--- src/rtl/scvs_pkg.sv ---
// ----------------------------------------------------------------------------
// scvs_pkg
// Shared widths, codes and types for the second chance victim select unit.
// ----------------------------------------------------------------------------
`default_nettype none

package scvs_pkg;

   // Stream payload widths (whole bytes for tdata)
   localparam int REQ_TDATA_W = 8;
   localparam int REQ_TUSER_W = 2;
   localparam int RSP_TDATA_W = 8;
   localparam int RSP_TUSER_W = 1;

   // Configuration port
   localparam int CSR_IDX_W  = 1;
   localparam int CSR_DATA_W = 7;

   // Buffer count register width; also holds every scan position
   localparam int N_W = 7;
   localparam int ENTRY_W = 6;

   localparam logic [CSR_IDX_W-1:0] REG_BUFFERS_IN_USE = 1'd0;
   localparam logic [CSR_IDX_W-1:0] REG_BULK_FLUSH     = 1'd1;

   localparam logic REQ_ACCESS   = 1'b0;
   localparam logic REQ_ALLOCATE = 1'b1;

   localparam logic ST_OK          = 1'b0;
   localparam logic ST_UNSUPPORTED = 1'b1;

   typedef enum logic [5:0] {
      S_CLEAR  = 6'b000001,
      S_IDLE   = 6'b000010,
      S_REDUCE = 6'b000100,
      S_READ   = 6'b001000,
      S_CHECK  = 6'b010000,
      S_RESP   = 6'b100000
   } state_type;

endpackage

`default_nettype wire

--- src/rtl/second_chance_victim_select_unit.sv ---
// ----------------------------------------------------------------------------
// second_chance_victim_select_unit
// Clock (second chance) replacement: referenced and dirty bits per buffer,
// one clock hand per pool, victim selection on allocate requests.
// ----------------------------------------------------------------------------
// Access request: no result; the unit stays idle, so the next request follows at once.
// Allocate request: the hand is reduced modulo the count, then entries are
//   scanned from it, between 1 and count + 1 of them; each entry costs a read
//   and a write-back on the bit memories. Refused allocate (bulk flush): no scan.
// Reset (synchronous, active high) clears control state and starts a clearing
//   pass over all 2**(pool bits + index bits) entries (128 by default) of the bit
//   memories; no request is taken until it ends, CSR writes are taken as ever.
// ----------------------------------------------------------------------------
`default_nettype none

module second_chance_victim_select_unit #(
   parameter int MAX_BUFS  = 64,
   parameter int NUM_POOLS = 2
) (
   input  wire logic                               clock,
   input  wire logic                               reset,
   // request channel
   input  wire logic                               req_tvalid,
   output logic                                    req_tready,
   input  wire logic [scvs_pkg::REQ_TDATA_W-1:0]   req_tdata,  // entry_index[5:0], mark_dirty[6]
   input  wire logic [scvs_pkg::REQ_TUSER_W-1:0]   req_tuser,  // req_type[0], pool_sel[1]
   // result channel
   output logic                                    rsp_tvalid,
   input  wire logic                               rsp_tready,
   output logic [scvs_pkg::RSP_TDATA_W-1:0]        rsp_tdata,  // victim_index[5:0], victim_was_dirty[6]
   output logic [scvs_pkg::RSP_TUSER_W-1:0]        rsp_tuser,  // alloc_status[0]
   // configuration writes
   input  wire logic                               csr_wr_en,
   input  wire logic [scvs_pkg::CSR_IDX_W-1:0]     csr_index,
   input  wire logic [scvs_pkg::CSR_DATA_W-1:0]    csr_wdata
);

   import scvs_pkg::*;

   localparam int IDX_W  = $clog2(MAX_BUFS);
   localparam int POOL_W = (NUM_POOLS > 1) ? $clog2(NUM_POOLS) : 1;
   localparam int AW     = POOL_W + IDX_W;
   localparam int DEPTH  = 2 ** AW;
   // largest count the 7-bit register can ask for, capped by the pool size
   localparam int CAP    = (MAX_BUFS > 127) ? 127 : MAX_BUFS;
   localparam logic [N_W-1:0] CAP_N = N_W'(CAP);

   // configuration
   logic [N_W-1:0]     biu_ff, biu_in;
   logic               bulk_ff, bulk_in;
   logic [N_W-1:0]     n_use;

   // control
   state_type          state_ff, state_in;
   logic [N_W-1:0]     pos_ff, pos_in;
   logic [N_W-1:0]     pos_next;
   logic [POOL_W-1:0]  pool_ff, pool_in;
   logic [N_W-1:0]     hand_ff [NUM_POOLS];
   logic [N_W-1:0]     hand_in [NUM_POOLS];
   logic [AW-1:0]      clr_addr_ff, clr_addr_in;

   // pending result
   logic [ENTRY_W-1:0] res_idx_ff, res_idx_in;
   logic               res_dirty_ff, res_dirty_in;
   logic               res_status_ff, res_status_in;

   // output register
   logic               rsp_valid_ff, rsp_valid_in;
   logic [ENTRY_W-1:0] rsp_idx_ff, rsp_idx_in;
   logic               rsp_dirty_ff, rsp_dirty_in;
   logic               rsp_status_ff, rsp_status_in;
   logic               rsp_free;

   // bit memories, one write and one registered read each
   logic               ref_mem   [DEPTH];
   logic               dirty_mem [DEPTH];
   logic               ref_rd_ff, dirty_rd_ff;
   logic               rd_en;
   logic [AW-1:0]      rd_addr, wr_addr;
   logic               ref_we, ref_wd, dirty_we, dirty_wd;

   // request decode
   logic               req_acc;
   logic               req_kind;
   logic [POOL_W-1:0]  req_pool;
   logic [ENTRY_W-1:0] req_entry;
   logic               req_mark;
   logic               req_in_range;

   assign req_kind     = req_tuser[0];
   assign req_pool     = (NUM_POOLS > 1) ? POOL_W'(req_tuser[1]) : '0;
   assign req_entry    = req_tdata[ENTRY_W-1:0];
   assign req_mark     = req_tdata[ENTRY_W];
   assign req_tready   = (state_ff == S_IDLE);
   assign req_acc      = req_tvalid && req_tready;
   assign req_in_range = N_W'(req_entry) < n_use;

   // count in use: zero reads as one, anything above the pool as the pool size
   always_comb begin
      if (biu_ff == '0) begin
         n_use = N_W'(1);
      end else if (biu_ff > CAP_N) begin
         n_use = CAP_N;
      end else begin
         n_use = biu_ff;
      end
   end

   assign pos_next = ((pos_ff + N_W'(1)) == n_use) ? '0 : (pos_ff + N_W'(1));
   assign rsp_free = !rsp_valid_ff || rsp_tready;

   // CSR writes
   always_comb begin
      biu_in  = biu_ff;
      bulk_in = bulk_ff;
      if (csr_wr_en) begin
         unique case (csr_index)
            REG_BUFFERS_IN_USE: biu_in  = csr_wdata;
            REG_BULK_FLUSH:     bulk_in = csr_wdata[0];
         endcase
      end
   end

   // Sequencer. A scan step is READ (address out) then CHECK (data back,
   // write-back). The write-back is made in CHECK, before the next READ, so it
   // always lands before the next read of the same entry (one-entry pool included).
   // When every bit is set the first pass clears them all and the scan
   // simply comes round to the start entry, now clear, and takes it.
   always_comb begin
      state_in      = state_ff;
      pos_in        = pos_ff;
      pool_in       = pool_ff;
      hand_in       = hand_ff;
      clr_addr_in   = clr_addr_ff;
      res_idx_in    = res_idx_ff;
      res_dirty_in  = res_dirty_ff;
      res_status_in = res_status_ff;
      rsp_valid_in  = rsp_valid_ff && !rsp_tready;
      rsp_idx_in    = rsp_idx_ff;
      rsp_dirty_in  = rsp_dirty_ff;
      rsp_status_in = rsp_status_ff;
      rd_en         = 1'b0;
      rd_addr       = {pool_ff, IDX_W'(pos_ff)};
      wr_addr       = {pool_ff, IDX_W'(pos_ff)};
      ref_we        = 1'b0;
      ref_wd        = 1'b0;
      dirty_we      = 1'b0;
      dirty_wd      = 1'b0;

      unique case (state_ff)
         S_CLEAR: begin
            wr_addr     = clr_addr_ff;
            ref_we      = 1'b1;
            dirty_we    = 1'b1;
            clr_addr_in = clr_addr_ff + AW'(1);
            if (clr_addr_ff == '1) begin
               state_in = S_IDLE;
            end
         end
         S_IDLE: begin
            if (req_acc) begin
               if (req_kind == REQ_ACCESS) begin
                  // out-of-range access is dropped
                  wr_addr  = {req_pool, IDX_W'(req_entry)};
                  ref_we   = req_in_range;
                  ref_wd   = 1'b1;
                  dirty_we = req_in_range && req_mark;
                  dirty_wd = 1'b1;
               end else if (bulk_ff) begin
                  res_idx_in    = '0;
                  res_dirty_in  = 1'b0;
                  res_status_in = ST_UNSUPPORTED;
                  state_in      = S_RESP;
               end else begin
                  pool_in  = req_pool;
                  pos_in   = hand_ff[req_pool];
                  state_in = S_REDUCE;
               end
            end
         end
         S_REDUCE: begin
            // hand modulo count, by repeated subtraction
            if (pos_ff >= n_use) begin
               pos_in = pos_ff - n_use;
            end else begin
               state_in = S_READ;
            end
         end
         S_READ: begin
            rd_en    = 1'b1;
            state_in = S_CHECK;
         end
         S_CHECK: begin
            ref_we = 1'b1;
            ref_wd = 1'b0;
            if (ref_rd_ff) begin
               // second chance: clear and move on
               pos_in   = pos_next;
               state_in = S_READ;
            end else begin
               dirty_we          = 1'b1;
               dirty_wd          = 1'b0;
               res_idx_in        = pos_ff[ENTRY_W-1:0];
               res_dirty_in      = dirty_rd_ff;
               res_status_in     = ST_OK;
               hand_in[pool_ff]  = pos_next;
               state_in          = S_RESP;
            end
         end
         S_RESP: begin
            if (rsp_free) begin
               rsp_valid_in  = 1'b1;
               rsp_idx_in    = res_idx_ff;
               rsp_dirty_in  = res_dirty_ff;
               rsp_status_in = res_status_ff;
               state_in      = S_IDLE;
            end
         end
         default: begin
            state_in = S_IDLE;
         end
      endcase
   end

   always_ff @(posedge clock) begin
      if (reset) begin
         state_ff     <= S_CLEAR;
         clr_addr_ff  <= '0;
         rsp_valid_ff <= 1'b0;
         biu_ff       <= N_W'(64);
         bulk_ff      <= 1'b0;
         for (int p = 0; p < NUM_POOLS; p++) begin
            hand_ff[p] <= '0;
         end
      end else begin
         state_ff     <= state_in;
         clr_addr_ff  <= clr_addr_in;
         rsp_valid_ff <= rsp_valid_in;
         biu_ff       <= biu_in;
         bulk_ff      <= bulk_in;
         hand_ff      <= hand_in;
      end
   end

   // payload registers
   always_ff @(posedge clock) begin
      pos_ff        <= pos_in;
      pool_ff       <= pool_in;
      res_idx_ff    <= res_idx_in;
      res_dirty_ff  <= res_dirty_in;
      res_status_ff <= res_status_in;
      rsp_idx_ff    <= rsp_idx_in;
      rsp_dirty_ff  <= rsp_dirty_in;
      rsp_status_ff <= rsp_status_in;
   end

   // bit memories
   always_ff @(posedge clock) begin
      if (ref_we) begin
         ref_mem[wr_addr] <= ref_wd;
      end
      if (dirty_we) begin
         dirty_mem[wr_addr] <= dirty_wd;
      end
      if (rd_en) begin
         ref_rd_ff   <= ref_mem[rd_addr];
         dirty_rd_ff <= dirty_mem[rd_addr];
      end
   end

   assign rsp_tvalid = rsp_valid_ff;
   assign rsp_tdata  = {1'b0, rsp_dirty_ff, rsp_idx_ff};
   assign rsp_tuser  = rsp_status_ff;

endmodule

`default_nettype wire

--- config.mk ---
export PLATFORM = sky130hd
export DESIGN_NAME = second_chance_victim_select_unit
export DESIGN_NICKNAME = d
export VERILOG_FILES = /design/src/rtl/scvs_pkg.sv /design/src/rtl/second_chance_victim_select_unit.sv
export SDC_FILE = /design/constraint.sdc
export NUM_CORES = 1
export LEC_CHECK = 0
export BUFFER_PORTS_ARGS = -buffer_cell sky130_fd_sc_hd__buf_2
export CORE_MARGIN = 1
export CORE_UTILIZATION = 50
export CTS_BUF_LIST = sky130_fd_sc_hd__clkbuf_4
export CTS_CLUSTER_DIAMETER = 200
export DETAILED_ROUTE_END_ITERATION = 8
export GPL_TIMING_DRIVEN = 0
export PLACE_DENSITY = 0.67
export SLEW_MARGIN = 20
export SYNTH_ARGS = -nofsm -noshare
export SYNTH_HDL_FRONTEND = slang
export SYNTH_SLANG_ARGS = --single-unit
export TNS_END_PERCENT = 30
--- constraint.sdc ---
create_clock -name clock -period 5.5 [get_ports clock]
set_clock_uncertainty 0.1 [all_clocks]
set_input_delay 0 -clock clock [delete_from_list [all_inputs] [get_ports clock]]
set_output_delay 0 -clock clock [all_outputs]
set_load 0.01 [all_outputs]
==> impl_metrics.ini <==
[clocking]
cts_tree = built
clk_latency_ns = 0.76
clk_pin_slew_worst_paths_ns = 0.06
numClockSinks = 318
h-tree-depth = 3
clockRootBuffer = clkbuf_4
clk_path_buf_depth = 3
cts_setup_buffers = 0
cts_inserted_buffers = 84

[floorplanning]
die_area_um2 = 31370
num_rows = 63
initial_core_util_pct = 51.33
ios = 34
die_h_um = 177.1
die_w_um = 177.1
core-area_um2 = 29870

[finish]
instances_no_fill = 1838
final_cell_mix = 297 x nor2_1, 282 x edfxtp_1, 159 x nand2_1, 127 x clkbuf_4, 58 x mux4_2
fin_util_pct = 58.34
fillers = 2454
layout_commonest_cell = nor2_1
drive_above_1_share_pct = 20.90
syn_to_final_growth_pct = 13.68
finalNetCount = 1429

[worst_setup_path]
cp-end-kind = register
start_kind = register
critPathMaxFanout = 10
cp.arrival_ns = 4.40
rr_worst_depth = 12
path_class = reg2reg
cp_data_required_time_ns = 5.87

[yosys]
synthCells = 1234
synth-seq-cells = 318
syn_area_um2 = 15330
synth_area_per_cell_um2 = 12.43
ys_seq_area_share_pct = 59.93
post_synth_num_cell_types = 68
dominantRegCellSynth = edfxtp_1
syn_nets = 1272
synth_warnings = 0
ys_top_cells_by_area = edfxtp_1 55%, mux4_2 8.5%, nor2_1 7.3%
synth-edff-count = 282
synth_top_area_cell = edfxtp_1
synthArstFlopShare_pct = 0
yosysTopAreaCellShare_pct = 55.23

[sta]
hold_viol = 0
grt_setup_unrepaired = false
fin_ws_ns = 1.467
min_period_over_period_pct = 73.32
fmax_mhz = 248.0
worst_slew_pin_slew_ns = 1.158
finalSetupTns_ns = 0
slew_headroom_pct = 22.64
maxSlewViolCount = 0
fin_crit_ns = 4.033
setup_viol = 0

[routing]
dr_total_vias = 10960
ant_nets = 0
routed_wl_um = 41940
dr.pass1.iters = 9
wire_per_inst_um = 22.82
drtIter0Drc = 1272
route.detailed.drc = 1
viasPerCell = 5.962

[min_path]
min_path_cells = 6
hold_path_class = in2reg

[grt]
grt_max_degree = 153
grt_pass1_vias = 10830
grt_pass1_wl_um = 62730
antenna_found_initial = 1
gr-total-overflow = 0
track_usage_pct = 27.53

[placed_design]
dp_hpwl_um = 26980
place.gp.congestion = 0.9087
post-place-ws_ns = 1.520
dp_cells = 1656
io_buffers = 31

[job]
cap_viol_max_count = 0

[outcome]
status = finished, violations left
failed_checks = design-rule violations

[power_and_ir_drop]
ir_drop_v = 0.0001855
p_leak_nw = 6.815
power_per_cell_area_nw_per_um2 = 328.6
==> metrics by stage <==
stage	area, µm²	hold WS, ns	power (mW)
after floorplan	15330	-0.001131	3.311
final	17430	0.1654	5.728
after global placement	15980	0.09421	3.701
after detailed placement	16000	0.1008	3.712
after global routing	17430	0.1498	5.930
after CTS	17420	0.1019	5.754
==> path summary, 6_finish.rpt <==
| kind | from | to | slack (ns) |
|---|---|---|---|
| worst min-delay path | req_tdata[2] | ref_mem[42] | 0.17 |
| worst max register to register | biu_ff[6] | ref_mem[35] | 1.47 |
| worst max-delay path | biu_ff[6] | ref_mem[35] | 1.47 |
| worst min register to register | res_status_ff | rsp_tuser | 0.31 |
==> flip-flops by register name, indices dropped and copies added (netlist names) <==
| signal | count |
|---|---|
| state_ff | 6 |
| dirty_rd_ff | 1 |
| ref_mem | 128 |
| biu_ff | 7 |
| hand_ff | 14 |
| res_status_ff | 1 |
| rsp_idx_ff | 6 |
| pool_ff | 1 |
| rsp_tvalid | 1 |
| dirty_mem | 128 |
| clr_addr_ff | 7 |
| res_dirty_ff | 1 |
| pos_ff | 7 |
| res_idx_ff | 6 |
| bulk_ff | 1 |
| rsp_dirty_ff | 1 |
| rsp_tuser | 1 |
| ref_rd_ff | 1 |
==> logic make-up (layout without fill, tap and decap cells) <==
family | after synthesis | in the layout | synth area share [%]
other | 1 | 4 | 0.02446
xor gates and xnor gates | 17 | 17 | 1.061
AOI/OAI and AO/OA | 126 | 126 | 6.659
adders and majority gates | 15 | 15 | 1.273
and+or+nand+nor | 570 | 570 | 17.57
buffers and inverters | 96 | 307 | 2.807
muxes | 91 | 91 | 10.68
DFF | 318 | 318 | 59.93
==> power by group <==
part	switching (mW)	internal [mW]	leakage [nW]	total (mW)
logic	0.827	0.218	2.98	1.05
clock network	0.978	1.05	0.607	2.03
registers	0.0198	2.64	3.23	2.66
total	1.83	3.90	6.82	5.73
==> critical path, stage by stage (launching register included) <==
cell and delay [ns]:
dfxtp_1 0.31, clkbuf_1 0.33, clkinv_1 0.32, nand2_1 0.23, ha_1 0.22, or4b_2 0.13
o32ai_1 0.07, a211oi_1 0.26, nor2_1 0.10, nor3_1 0.46, clkbuf_1 0.51, clkbuf_1 0.61
nor2_1 0.14
==> per-layer routing <==
layer  track usage [%]  vias up  routed length (µm)
met2             44.92      536               20280
met4             12.03        0                1553
li1                  -     4918                   -
met3             5.391      130                3438
met1             35.76     5374               16670
met5                 0        -                   0
==> layout make-up <==
type | instances | area (µm²) | area share [%]
clock buffer | 127 | 953.4 | 5.470
sequential | 318 | 9189 | 52.72
tap | 390 | 488.0 | 2.800
inverter | 17 | 63.81 | 0.3661
clock inverter | 13 | 75.07 | 0.4307
buffer | 79 | 366.6 | 2.103
antenna | 3 | 7.507 | 0.04307
multi-input combinational | 820 | 5714 | 32.78
timing repair buffer | 71 | 573.1 | 3.288
==> Yosys cell counts, drive strengths merged (21+ instances only) <==
| library cell | instances |
|---|---|
| a21oi | 24 |
| buf | 30 |
| clkbuf | 49 |
| dfxtp | 36 |
| edfxtp | 282 |
| mux2i | 32 |
| mux4 | 58 |
| nand2 | 167 |
| nor2 | 297 |
| nor3 | 27 |
| nor4 | 21 |
==> what timing repair did <==
item,4_1_cts,5_1_grt
gates resized for setup,0,0
hold buffers,39,0
endpoints found under the hold margin,64,0
Power figures use the tool's default switching activity.
